===== src/i2ctrb_pkg.sv =====
package i2ctrb_pkg;

  localparam int MAX_DEVICES     = 16;
  localparam int REGS_PER_DEVICE = 256;
  localparam int MAX_BURST       = 64;

  localparam int BYTE_W      = 8;
  localparam int CMD_W       = 3;
  localparam int STATUS_W    = 2;
  localparam int COUNT_FLD_W = 7;
  localparam int DEVCNT_W    = 5;

  // register numbers wrap by truncation, so the register count is a power of two
  localparam int REG_W       = $clog2(REGS_PER_DEVICE);
  localparam int SLOT_W      = (MAX_DEVICES > 1) ? $clog2(MAX_DEVICES) : 1;
  localparam int STORE_DEPTH = MAX_DEVICES * REGS_PER_DEVICE;
  localparam int ADDR_W      = $clog2(STORE_DEPTH);
  localparam int CNT_W       = $clog2(MAX_BURST + 1);

  localparam int CFG_IDX_W  = 2;
  localparam int CFG_DATA_W = 64;

  localparam logic [CFG_IDX_W-1:0] CFG_ADDR_LOW  = 2'd0;
  localparam logic [CFG_IDX_W-1:0] CFG_ADDR_HIGH = 2'd1;
  localparam logic [CFG_IDX_W-1:0] CFG_DEV_COUNT = 2'd2;

  typedef enum logic [CMD_W-1:0] {
    CMD_BEGIN       = 3'd0,
    CMD_PING        = 3'd1,
    CMD_WRITE_REG   = 3'd2,
    CMD_READ_REG    = 3'd3,
    CMD_BURST_READ  = 3'd4,
    CMD_BURST_WRITE = 3'd5
  } cmd_code_t;

  typedef enum logic [STATUS_W-1:0] {
    ST_OK          = 2'd0,
    ST_NODEV       = 2'd1,
    ST_NOTSTARTED  = 2'd2
  } status_code_t;

  typedef struct packed {
    logic                load_item;
    logic                clear_step;
    logic                set_started;
    logic                do_write;
    logic                rd_issue;
    logic                out_single;
    logic [STATUS_W-1:0] out_status;
    logic                out_data;
  } ctrl_cmd_t;

  typedef struct packed {
    logic [CMD_W-1:0] cmd;
    logic             started;
    logic             found;
    logic             clear_done;
    logic             out_free;
    logic             burst_last;
  } dp_status_t;

endpackage


===== src/i2ctrb_ctrl.sv =====
module i2ctrb_ctrl import i2ctrb_pkg::*; (
  input  logic       clk,
  input  logic       rst_n,
  input  logic       in_valid,
  output logic       in_ready,
  input  dp_status_t sts,
  output ctrl_cmd_t  ctl
);

  typedef enum logic [1:0] {
    S_CLEAR,
    S_IDLE,
    S_EXEC,
    S_DATA
  } state_t;

  state_t state_r;
  state_t state_nxt;
  logic   is_read;
  logic   is_write;

  assign in_ready = (state_r == S_IDLE);
  assign is_read  = (sts.cmd == CMD_READ_REG) || (sts.cmd == CMD_BURST_READ);
  assign is_write = (sts.cmd == CMD_WRITE_REG) || (sts.cmd == CMD_BURST_WRITE);

  always_comb begin
    ctl       = '0;
    ctl.out_status = ST_OK;
    state_nxt = state_r;
    case (state_r)
      S_CLEAR: begin
        ctl.clear_step = 1'b1;
        if (sts.clear_done) begin
          state_nxt = S_IDLE;
        end
      end
      S_IDLE: begin
        if (in_valid) begin
          ctl.load_item = 1'b1;
          state_nxt     = S_EXEC;
        end
      end
      S_EXEC: begin
        if (is_read && sts.started && sts.found) begin
          ctl.rd_issue = 1'b1;
          state_nxt    = S_DATA;
        end else if (sts.out_free) begin
          ctl.out_single = 1'b1;
          state_nxt      = S_IDLE;
          if (sts.cmd == CMD_BEGIN) begin
            ctl.set_started = 1'b1;
          end else if (sts.cmd > CMD_BURST_WRITE) begin
            ctl.out_status = ST_OK;
          end else if (!sts.started) begin
            ctl.out_status = ST_NOTSTARTED;
          end else if (!sts.found) begin
            ctl.out_status = ST_NODEV;
          end else begin
            ctl.do_write = is_write;
          end
        end
      end
      S_DATA: begin
        // read data holds in the ram output until the next read
        if (sts.out_free) begin
          ctl.out_data = 1'b1;
          if (sts.burst_last) begin
            state_nxt = S_IDLE;
          end else begin
            ctl.rd_issue = 1'b1;
          end
        end
      end
      default: begin
        state_nxt = S_IDLE;
      end
    endcase
  end

  always_ff @(posedge clk) begin
    if (!rst_n) begin
      state_r <= S_CLEAR;
    end else begin
      state_r <= state_nxt;
    end
  end

endmodule


===== config.mk =====
export PLATFORM = sky130hd
export DESIGN_NAME = i2ctrb_ctrl
export DESIGN_NICKNAME = d
export VERILOG_FILES = /design/src/i2ctrb_pkg.sv /design/src/i2ctrb_ctrl.sv
export SDC_FILE = /design/constraint.sdc
export NUM_CORES = 1
export LEC_CHECK = 0
export ABC_AREA = 1
export CORE_AREA = 2 2 39 41
export CTS_CLUSTER_SIZE = 12
export DETAILED_ROUTE_END_ITERATION = 8
export DIE_AREA = 0 0 41 43
export DONT_BUFFER_PORTS = 1
export SYNTH_ARGS = -nofsm -noshare
export SYNTH_HDL_FRONTEND = slang
export SYNTH_SLANG_ARGS = --single-unit

===== constraint.sdc =====
create_clock -name clk -period 2.51 [get_ports clk]
set_input_delay 0.251 -clock clk [delete_from_list [all_inputs] [get_ports clk]]
set_output_delay 0.251 -clock clk [all_outputs]
set_load 0.01 [all_outputs]

==> flow_summary.yaml <==
pwr:
  power.leakage_uw: 0.000205
  swShare_pct: 49.2
  p_seq_share_pct: 18.5
  switching_power_uw: 170
  ir_worst_vdd_v: 0.000341
  clkPwrFrac_pct: 20.1
  p_int_uw: 176
  power_density_mw_per_mm2: 882
  p_comb_share_pct: 61.4
  total_power_uw: 345
die:
  core_sq_mm: 0.00138
  io_pins: 21
  num_rows: 14
  start_util_pct: 25.2
  die_w_um: 41
  dieArea_sq_mm: 0.00176
  die_y_um: 43
setup_path:
  crit_path_max_fanout: 4
  arrival_ns: 1.45
  crit_path_start: "state_r[0]"
  worst_ep_required_time_ns: 2.26
  r2r_end: "state_r[0]"
  cp-end-kind: "output port"
  critPathLaunchType: "flop"
  r2r-start: "state_r[0]"
  r2r_cells: 8
  path_class: "reg2out"
  rrSetupSlack_ns: 1.15
global_route:
  grt_pass1_wl_mm: 1.21
  grt_max_degree: 7
  track_usage_pct: 9.71
  grt_overflow: 0
  antenna_found_initial: 0
  grt_pass1_vias: 353
sta:
  hold_slack_ns: 0.153
  worst_slew_pin_slew_ns: 0.530
  rsz0062_at_grt: "false"
  setup_tns_ns: 0
  relSlewSlack_pct: 64.4
  finalCritPeriodShare_pct: 67.6
  max_freq_mhz: 590
  finalHoldViolations: 0
  setup_viol: 0
  maxSlewViolCount: 0
  skew_ns: 0.00319
  min_period_ns: 1.70
detailed_routing:
  drt_pass1_iterations: 4
  post-route-drc-count: 0
  vias: 359
  wl_per_cell_um: 9.63
  via_per_inst: 4.60
  routed_wl_um: 751
  drtAntennaViolNets: 0
  drt_iter0_markers: 5
placement:
  routabilityCongestion: 0.777
  placedCellCount: 75
  dp_hpwl_um: 633
  portBuffers: 0
logic_synthesis:
  synth_edf_count: 0
  syn_inst: 59
  ys_types: 18
  netlist_area_sq_um: 349
  yosysWarnings: 0
  yosysSeqAreaShare_pct: 11.5
  synth_nets: 75
  async_reset_ff_share_pct: 0
  ys_ff_latch: 2
  ys.flop_type: "dfxtp_1"
  syn_area_per_cell_sq_um: 5.92
clocking:
  clock_path_buffers: 2
  cts_tree: "yes"
  clock_latency_ns: 0.22
  numCtsBuffers: 3
  postCtsHoldBufs: 0
  root_buffer: "clkbuf_4"
  post_cts_buffers: 0
  post_cts_resized: 0
  htreeDepth: 1
  path_clk_slew_ns: 0.03
  cts.sinks: 2
hold_path:
  holdPathStages: 2
  hold_class: "in2reg"
  hold_start: "rst_n"
  hold_end: "state_r[1]"
cells_and_area:
  final_cells: 78
  n_fill_cell: 163
  diodes: 0
  largest_reg_flops: 2
  finalNetCount: 80
  max_flop_register: "state_r"
  reg.largest.list: "state_r: 2 flops"
  drive_gt1_share_pct: 17.7
  multi_input_area_sq_um: 260
  seq_area_sq_um: 40.0
  area_growth_pct: 12.2
status:
  status: "complete, no violations"
job:
  max_cap_violations: 0
-- stage by stage --
step / instance area [sq um] / utilization [%] / worst slack [ns]
detailed placement: 369 / 26.7 / 1.03
floorplan: 349 / - / 1.14
CTS: 392 / 28.3 / 0.796
finish: 392 / 28.3 / 0.814
global route: 392 / 28.3 / 0.648
global placement: 369 / 26.7 / 1.06
-- worst max-delay path, cell delays in order, from the launching register on --
cell	delay, ns
dfxtp_1	0.33
inv_1	0.11
ha_1	0.23
inv_1	0.07
nor4_1	0.48
-- Yosys cell counts, types with 2 or more instances --
master   instances  area share (%)
nand2_2          3             5.4
nor2_1           8             8.6
ha_1             5              18
nand2_1         14              15
dfxtp_1          2              11
nand3_2          2             5.7
nor3_1           2             2.9
inv_1           13              14
-- worst max path at each step --
| stage | slack, ns | cells past startpoint | endpoint |
|---|---|---|---|
| 6_report | 0.81 | 4 | ctl[2] |
| 5_1_grt | 0.65 | 4 | ctl[2] |
| 4_1_cts | 0.80 | 4 | ctl[2] |
| 3_5_place_dp | 1.03 | 4 | ctl[2] |
| 3_3_place_gp | 1.06 | 4 | ctl[2] |
| 2_1_floorplan | 1.14 | 4 | ctl[2] |
-- cells by family after synthesis --
logic type | Yosys count | synth area share (%)
fa+ha+maj | 5 | 17.9
simple gates | 33 | 44.8
compound gates | 6 | 11.8
buf+inv | 13 | 14.0
flops | 2 | 11.5
-- area by class of cell --
cell class / count / area share [%]
Clock buffer: 3 / 5.75
Inverter: 13 / 12.5
Tap cell: 16 / 5.11
Sequential cell: 2 / 10.2
Multi-Input combinational cell: 44 / 66.5
-- placed cells by master (no fill, tap or decap) --
cell type / Yosys / final
a21oi_2: 1 / 1
nor3_1: 2 / 2
o22ai_1: 1 / 1
nand3_2: 2 / 2
dfxtp_1: 2 / 2
a21oi_1: 1 / 1
nand4_1: 1 / 1
ha_1: 5 / 5
inv_1: 13 / 13
a21boi_0: 1 / 1
and3_1: 1 / 1
o21ai_2: 1 / 1
nor2_2: 1 / 1
nor4_1: 1 / 1
clkbuf_4: 0 / 3
nand2_2: 3 / 3
nor2_1: 8 / 8
nand2_1: 14 / 14
o21ai_0: 1 / 1
-- power groups by stage --
stage                     logic (uW)  registers [uW]  clock network [uW]
after CTS                        218            64.0                72.6
after floorplan                  181            60.5                   0
after global placement           216            62.9                   0
final                            212            63.8                69.4
after global routing             246            66.1                78.3
after detailed placement         215            64.5                   0
-- layer usage --
layer | GRT usage, % | routed length, um
met1 | 9.24 | 284
met2 | 18.4 | 393
met3 | 1.57 | 73
met4 | 4.00 | 0
met5 | 0 | 0
Power figures use the tool's default switching activity.
